--- src/atc_pkg.sv ---
// Package for the audio transition crossfader: constants, stage types and the fade table.
package atc_pkg;

    // Fade length in frames and the ceiling on the mute gap.
    localparam int FADE_FRAMES     = 256;
    localparam int MAX_MUTE_FRAMES = 1023;

    // Field and state widths.
    localparam int SAMPLE_W  = 16;
    localparam int WEIGHT_W  = 16;
    localparam int MUTE_W    = 10;
    localparam int POS_W     = 11;
    localparam int TBL_IDX_W = (FADE_FRAMES > 1) ? $clog2(FADE_FRAMES) : 1;
    localparam int CFG_IDX_W = 1;
    localparam int CFG_W     = MUTE_W;

    // Configuration register indexes.
    localparam logic [CFG_IDX_W-1:0] REG_GAP_MODE    = 1'b0;
    localparam logic [CFG_IDX_W-1:0] REG_MUTE_FRAMES = 1'b1;

    // Unity weight in unsigned Q1.15.
    localparam logic [WEIGHT_W-1:0] W_ONE = 16'h8000;

    // Fixed-point constants used only while the table is built.
    localparam logic [63:0] Q30_ONE   = 64'd1073741824;
    localparam logic [63:0] PI_Q30    = 64'd3373259426;
    localparam logic [63:0] FADE_SPAN = 64'(2 * FADE_FRAMES);

    typedef logic [WEIGHT_W-1:0] fade_table_t [FADE_FRAMES];

    // Request after the weight lookup, waiting for the blend stage.
    typedef struct packed {
        logic signed [SAMPLE_W-1:0] old_sample;
        logic signed [SAMPLE_W-1:0] new_sample;
        logic [WEIGHT_W-1:0]        w_out;
        logic [WEIGHT_W-1:0]        w_in;
        logic                       done;
    } blend_req_t;

    // Cosine in Q30 for an argument in [0, pi/2], Taylor series to x^12.
    function automatic logic [63:0] cos_q30(logic [63:0] x);
        logic [63:0] x2;
        logic [63:0] p;
        logic [63:0] q;
        x2 = (x * x) >> 30;
        p  = Q30_ONE;
        q  = ((x2 * p) >> 30) / 132;
        p  = (q >= Q30_ONE) ? 64'd0 : Q30_ONE - q;
        q  = ((x2 * p) >> 30) / 90;
        p  = (q >= Q30_ONE) ? 64'd0 : Q30_ONE - q;
        q  = ((x2 * p) >> 30) / 56;
        p  = (q >= Q30_ONE) ? 64'd0 : Q30_ONE - q;
        q  = ((x2 * p) >> 30) / 30;
        p  = (q >= Q30_ONE) ? 64'd0 : Q30_ONE - q;
        q  = ((x2 * p) >> 30) / 12;
        p  = (q >= Q30_ONE) ? 64'd0 : Q30_ONE - q;
        q  = ((x2 * p) >> 30) / 2;
        p  = (q >= Q30_ONE) ? 64'd0 : Q30_ONE - q;
        return p;
    endfunction

    // Raised-cosine fade-out weights, sampled at the middle of each frame.
    function automatic fade_table_t build_fade_table();
        fade_table_t t;
        logic [63:0] odd;
        logic [63:0] w;
        for (int i = 0; i < FADE_FRAMES; i++)
        begin
            odd = 64'(2 * i + 1);
            if (odd <= 64'(FADE_FRAMES))
            begin
                w = (Q30_ONE + cos_q30((odd * PI_Q30) / FADE_SPAN)) / 2;
            end
            else
            begin
                w = (Q30_ONE - cos_q30(((FADE_SPAN - odd) * PI_Q30) / FADE_SPAN)) / 2;
            end
            t[i] = WEIGHT_W'((w + 64'd16384) >> 15);
        end
        return t;
    endfunction

    localparam fade_table_t FADE_TABLE = build_fade_table();

endpackage

--- src/audio_transition_crossfader.sv ---
// Top level of the audio transition crossfader: fade state, weight lookup and handshakes.
// An accepted request passes through the lookup-stage register and then the result register to the output.
// One request per cycle while the output is not stalled; the weight lookup and the blend multiplies are pipelined.
// A stalled output holds its result while one more request waits in the lookup stage.
// Reset clears the configuration registers, the fade position, the finished flag and both valid flags.
module audio_transition_crossfader
    import atc_pkg::*;
(
    input  logic                        clk,
    input  logic                        rst_n,
    input  logic                        cfg_wr_en,
    input  logic [CFG_IDX_W-1:0]        cfg_index,
    input  logic [CFG_W-1:0]            cfg_data,
    input  logic                        in_valid,
    output logic                        in_stall,
    input  logic                        req_type,
    input  logic signed [SAMPLE_W-1:0]  old_sample,
    input  logic signed [SAMPLE_W-1:0]  new_sample,
    input  logic                        frame_end,
    input  logic                        buffer_end,
    output logic                        out_valid,
    input  logic                        out_stall,
    output logic signed [SAMPLE_W-1:0]  out_sample,
    output logic                        transition_done
);

    localparam logic [POS_W-1:0]  FADE_N   = POS_W'(FADE_FRAMES);
    localparam logic [MUTE_W-1:0] MUTE_MAX = MUTE_W'(MAX_MUTE_FRAMES);

    logic              gap_mode_reg;
    logic [MUTE_W-1:0] mute_frames_reg;
    logic [POS_W-1:0]  pos_reg;
    logic [POS_W-1:0]  pos_next;
    logic              finished_reg;
    logic              finished_next;
    logic              lk_valid_reg;
    logic              out_valid_reg;
    blend_req_t        lk_reg;
    blend_req_t        lk_next;

    logic              in_accept;
    logic              lk_move;
    logic              out_move;

    logic [MUTE_W-1:0]    mute_len;
    logic [POS_W-1:0]     fade_in_start;
    logic [POS_W-1:0]     fade_total;
    logic [POS_W-1:0]     tbl_pos;
    logic [TBL_IDX_W-1:0] tbl_idx;
    logic [WEIGHT_W-1:0]  tbl_w;

    // Pipeline flow: the result register frees first, then the lookup stage.
    assign out_move  = !out_valid_reg || !out_stall;
    assign lk_move   = !lk_valid_reg || out_move;
    assign in_stall  = !lk_move;
    assign in_accept = in_valid && lk_move;
    assign out_valid = out_valid_reg;

    // Configuration registers.
    always_ff @(posedge clk or negedge rst_n)
    begin
        if (!rst_n)
        begin
            gap_mode_reg    <= 1'b0;
            mute_frames_reg <= '0;
        end
        else if (cfg_wr_en)
        begin
            unique case (cfg_index)
                REG_GAP_MODE:    gap_mode_reg    <= cfg_data[0];
                REG_MUTE_FRAMES: mute_frames_reg <= cfg_data[MUTE_W-1:0];
                default:         ;
            endcase
        end
    end

    // Transition length and the frame where the fade-in starts.
    always_comb
    begin
        mute_len      = (mute_frames_reg > MUTE_MAX) ? MUTE_MAX : mute_frames_reg;
        fade_in_start = FADE_N + POS_W'(mute_len);
        fade_total    = gap_mode_reg ? (fade_in_start + FADE_N) : FADE_N;
        tbl_pos       = (gap_mode_reg && (pos_reg >= fade_in_start))
                        ? (pos_reg - fade_in_start) : pos_reg;
        tbl_idx       = tbl_pos[TBL_IDX_W-1:0];
        tbl_w         = FADE_TABLE[tbl_idx];
    end

    // Weight selection and the next fade state for the request on the input.
    always_comb
    begin
        pos_next           = pos_reg;
        finished_next      = finished_reg;
        lk_next.old_sample = old_sample;
        lk_next.new_sample = new_sample;
        lk_next.w_out      = '0;
        lk_next.w_in       = W_ONE;
        lk_next.done       = 1'b0;
        if (req_type)
        begin
            if (pos_reg < fade_total)
            begin
                if (!gap_mode_reg)
                begin
                    lk_next.w_out = tbl_w;
                    lk_next.w_in  = W_ONE - tbl_w;
                end
                else if (pos_reg < FADE_N)
                begin
                    lk_next.w_out = tbl_w;
                    lk_next.w_in  = '0;
                end
                else if (pos_reg >= fade_in_start)
                begin
                    lk_next.w_in  = W_ONE - tbl_w;
                end
                else
                begin
                    lk_next.w_in  = '0;
                end
                if (frame_end)
                begin
                    pos_next = pos_reg + POS_W'(1);
                end
            end
            else
            begin
                finished_next = 1'b1;
            end
            // At a buffer end once finished, report completion and rewind for the next transition.
            if (buffer_end)
            begin
                lk_next.done = finished_next;
                if (finished_next)
                begin
                    pos_next      = '0;
                    finished_next = 1'b0;
                end
            end
        end
    end

    // Fade state advances only on accepted requests.
    always_ff @(posedge clk or negedge rst_n)
    begin
        if (!rst_n)
        begin
            pos_reg      <= '0;
            finished_reg <= 1'b0;
        end
        else if (in_accept)
        begin
            pos_reg      <= pos_next;
            finished_reg <= finished_next;
        end
    end

    // Valid flags of the lookup stage and the result register.
    always_ff @(posedge clk or negedge rst_n)
    begin
        if (!rst_n)
        begin
            lk_valid_reg  <= 1'b0;
            out_valid_reg <= 1'b0;
        end
        else
        begin
            if (lk_move)
            begin
                lk_valid_reg <= in_valid;
            end
            if (out_move)
            begin
                out_valid_reg <= lk_valid_reg;
            end
        end
    end

    // Lookup stage payload.
    always_ff @(posedge clk)
    begin
        if (in_accept)
        begin
            lk_reg <= lk_next;
        end
    end

    atc_blend u_blend
    (
        .clk             (clk),
        .load            (out_move && lk_valid_reg),
        .req             (lk_reg),
        .out_sample      (out_sample),
        .transition_done (transition_done)
    );

endmodule

--- src/atc_blend.sv ---
// Blend stage: two weighted products, rounding, saturation and the result register.
module atc_blend
    import atc_pkg::*;
(
    input  logic                       clk,
    input  logic                       load,
    input  blend_req_t                 req,
    output logic signed [SAMPLE_W-1:0] out_sample,
    output logic                       transition_done
);

    localparam int PROD_W = SAMPLE_W + WEIGHT_W + 1;
    localparam int ACC_W  = PROD_W + 1;

    logic signed [PROD_W-1:0]   prod_old;
    logic signed [PROD_W-1:0]   prod_new;
    logic signed [ACC_W-1:0]    acc;
    logic signed [ACC_W-1:0]    rounded;
    logic signed [SAMPLE_W-1:0] sat;
    logic signed [SAMPLE_W-1:0] out_sample_reg;
    logic                       done_reg;

    // Weights are unsigned Q1.15; a zero top bit keeps them positive in the product.
    assign prod_old = req.old_sample * $signed({1'b0, req.w_out});
    assign prod_new = req.new_sample * $signed({1'b0, req.w_in});
    assign acc      = ACC_W'(prod_old) + ACC_W'(prod_new);

    // Round half up, then clamp to the Q15 range.
    always_comb
    begin
        rounded = (acc + ACC_W'(16384)) >>> 15;
        if (rounded > ACC_W'(32767))
        begin
            sat = 16'sh7FFF;
        end
        else if (rounded < -ACC_W'(32768))
        begin
            sat = -16'sh8000;
        end
        else
        begin
            sat = rounded[SAMPLE_W-1:0];
        end
    end

    // Result register, loaded when the output side can take a new request.
    always_ff @(posedge clk)
    begin
        if (load)
        begin
            out_sample_reg <= sat;
            done_reg       <= req.done;
        end
    end

    assign out_sample      = out_sample_reg;
    assign transition_done = done_reg;

endmodule
--- config.mk ---
export PLATFORM = sky130hd
export DESIGN_NAME = audio_transition_crossfader
export DESIGN_NICKNAME = d
export VERILOG_FILES = /design/src/atc_pkg.sv /design/src/audio_transition_crossfader.sv /design/src/atc_blend.sv
export SDC_FILE = /design/constraint.sdc
export NUM_CORES = 2
export LEC_CHECK = 0
export BUFFER_PORTS_ARGS = -buffer_cell sky130_fd_sc_hd__buf_2
export CAP_MARGIN = 10
export CORE_MARGIN = 3
export CORE_UTILIZATION = 60
export CTS_CLUSTER_DIAMETER = 40
export DETAILED_ROUTE_END_ITERATION = 10
export PLACE_DENSITY_LB_ADDON = 0.15
export SETUP_SLACK_MARGIN = 0.5
export SYNTH_ARGS = -nofsm -noshare
export SYNTH_HDL_FRONTEND = slang
export SYNTH_SLANG_ARGS = --single-unit
--- constraint.sdc ---
create_clock -name clk -period 9.05 [get_ports clk]
set_input_delay 1.81 -clock clk [delete_from_list [all_inputs] [get_ports clk]]
set_output_delay 1.81 -clock clk [all_outputs]
set_load 0.03 [all_outputs]
==> run_results.csv <==
group,metric,value,unit
detailed_routing,viasPerCell,6.32,
cts,cts_buffers,9,
detailed_routing,routed_wl,92200,µm
die,coreArea,44800,µm²
logic_synthesis,syn_area,27600,µm²
logic_synthesis,synth_flop_cell,"edfxtp_1",
cts,cts_tree,"built",
placed_design,port_buffers,69,
layout,layout-drive-gt1-share,0.0826,
layout,largest_register_ffs,65,
cts,clock_path_buffers,2,
setup_path,worstPathMaxFanout,22,
setup_path,required,9.15,ns
layout,multi_input_area,21500,µm²
grt,grt_max_degree,72,
worst_hold_path,hp-class,"reg2reg",
die,fp-row-count,77,
sta,slew_headroom,0.138,
sta,setup_viol,0,
cts,clk_latency,0.40,ns
detailed_routing,drc,0,
logic_synthesis,synthArstFlopShare,0.234,
cts,clkSlewWorstSetupHoldPaths,0.09,ns
layout,fin_nets,3869,
logic_synthesis,yosysWarnings,0,
grt,antenna_found_initial,2,
detailed_routing,via_count,23249,
die,fp.dieW,221,µm
job,maxCapViolations,0,
setup_path,cp-end-kind,"flip-flop",
logic_synthesis,ys_seq_area_frac,0.112,
die,initial_utilization,0.617,
sta,hold_viol_final,0,
layout,nFillCells,3680,
detailed_routing,detail_route.wl_per_cell,25.0,µm
detailed_routing,dr.pass1.iters,8,
cts,htree_levels,3,
die,die_y,221,µm
sta,tns,0,ns
logic_synthesis,synthTopCellsByCount,"inv_1, fa_1, and2_1",
sta,min_period_over_period,0.919,
outcome,status,"completed",
sta,clock.fmax,120,MHz
cts,cts_sinks,107,
logic_synthesis,ys_types,107,
logic_synthesis,yosysMostFrequentCell,"inv_1",
die,die_area,48600,µm²
placed_design,gp_congestion,1.08,
sta,fin_skew,0.0100,ns
logic_synthesis,synth_nets,3858,
layout,seq_area,3090,µm²
placed_design,post-dp-hpwl,72600,µm
setup_path,critPathLaunchType,"flip-flop",
sta,worst_pin_slew,1.29,ns
logic_synthesis,synth_cells,3071,
detailed_routing,antenna_left,0,
setup_path,worst-setup-path-type,"reg2reg",
layout,areaGrowthSynthToFinish,4.87,%
grt,grt_pass1_wl,143000,µm
logic_synthesis,synth-edff-count,82,
detailed_routing,drt_iter0_markers,2456,
die,ios,70,
logic_synthesis,synthTopCellsByArea,"fa_1, ha_1, edfxtp_1, inv_1, and2_1",
logic_synthesis,postSynthAreaPerCell,8.99,µm²
grt,grt-ovfl-total,0,
grt,grt_pass1_vias,24374,
grt,grt_usage,0.390,
cts,root_buffer,"clkbuf_16",
logic_synthesis,ys_ff_latch,107,
sta,min_period,8.32,ns
logic_synthesis,synth_area_leader_cell,"fa_1",
sta,rsz0062_at_grt,"no",
logic_synthesis,synth_top_cell_area_share,0.327,
setup_path,worstPathArrival,8.42,ns
sta,drv_slew,0,
## kinds of logic (layout without fill, tap and decap cells)
| family | after synthesis | count (layout) | synth area share |
|---|---|---|---|
| AOI/OAI and AO/OA | 472 | 472 | 0.127 |
| xor gates and xnor gates | 38 | 38 | 0.0120 |
| adders and majority gates | 737 | 737 | 0.456 |
| buffers and inverters | 763 | 779 | 0.111 |
| DFF | 107 | 107 | 0.112 |
| muxes | 25 | 25 | 0.00978 |
| other | 0 | 1 | 0 |
| and+or+nand+nor | 929 | 929 | 0.172 |
## layer usage
| metal | GRT usage | vias up | wire length [µm] |
|---|---|---|---|
| met2 | 0.643 | 1381 | 42900 |
| met1 | 0.486 | 11518 | 35200 |
| met3 | 0.0746 | 359 | 7890 |
| met4 | 0.217 | 2 | 6140 |
| met5 | 0 | - | 15 |
| li1 | - | 9989 | - |
## cell type report
cell class | instances | area share
Timing Repair Buffer | 160 | 0.0364
Inverter | 603 | 0.0783
Tap cell | 592 | 0.0256
Multi-Input combinational cell | 2201 | 0.742
Antenna cell | 1 | 0.0000864
Sequential cell | 107 | 0.107
Clock inverter | 7 | 0.00298
Clock buffer | 9 | 0.00777
## final timing paths
kind / start / end / slack, ns / depth (start not counted)
hold reg to reg: lk_reg[0] / u_blend.transition_done / 0.44 / 0
setup / recovery: pos_reg[5] / lk_reg[13] / 0.73 / 22
max in group asynchronous: rst_n / lk_valid_reg / 7.28 / 1
hold / removal: lk_reg[0] / u_blend.transition_done / 0.44 / 0
setup reg to reg: pos_reg[5] / lk_reg[13] / 0.73 / 22
min in group asynchronous: rst_n / mute_frames_reg[3] / 1.39 / 1
## metrics by stage
step | cells | hold slack [ns] | worst slack (ns) | area (µm²) | utilization
2_1_floorplan | 3071 | 0.400 | 1.43 | 27600 | -
3_3_place_gp | 3649 | 0.405 | 0.819 | 28500 | 0.637
3_5_place_dp | 3649 | 0.420 | 0.705 | 28500 | 0.637
4_1_cts | 3665 | 0.441 | 0.680 | 28800 | 0.644
5_1_grt | 3679 | 0.442 | 0.503 | 29000 | 0.647
6_report | 3680 | 0.438 | 0.729 | 29000 | 0.647
## critical path, stage by stage, from the launching register on
cell and delay (ns):
dfrtp_1 0.56, ha_1 0.52, nand4_1 0.20, or2_1 0.34, nand4_2 0.12, buf_4 0.28, a21oi_1 0.17, nor2_1 0.98
inv_1 0.50, ha_1 0.57, inv_1 0.22, ha_1 0.61, a221oi_1 0.21, a221oi_1 0.55, nor4_1 0.17, a311o_1 0.42
ha_1 0.27, inv_1 0.07, a311o_1 0.20, a2111oi_4 0.05, buf_4 0.20, and4_1 0.19, nor3_1 0.63
## repair_timing
item                       CTS  global route
gates resized for setup      0             3
buffers inserted             0            14
hold buffers                 0             0
setup endpoints to repair    0            15
## cell usage in the layout (no fill, tap or decap), drive strengths merged, types with 16 or more instances in the layout
cell	n
a211oi	30
a21o	44
a21oi	80
a221oi	16
a31oi	30
and2	290
and3	18
buf	160
dfrtp	25
edfxtp	82
fa	451
ha	285
inv	605
mux2	16
nand2	280
nand3	37
nand4	23
nor2	142
nor3	54
nor4	18
o211ai	23
o21ai	68
xnor2	34
Power is not shown: default switching activity piles up to over one toggle a cycle in this logic, so the estimate is an artifact.
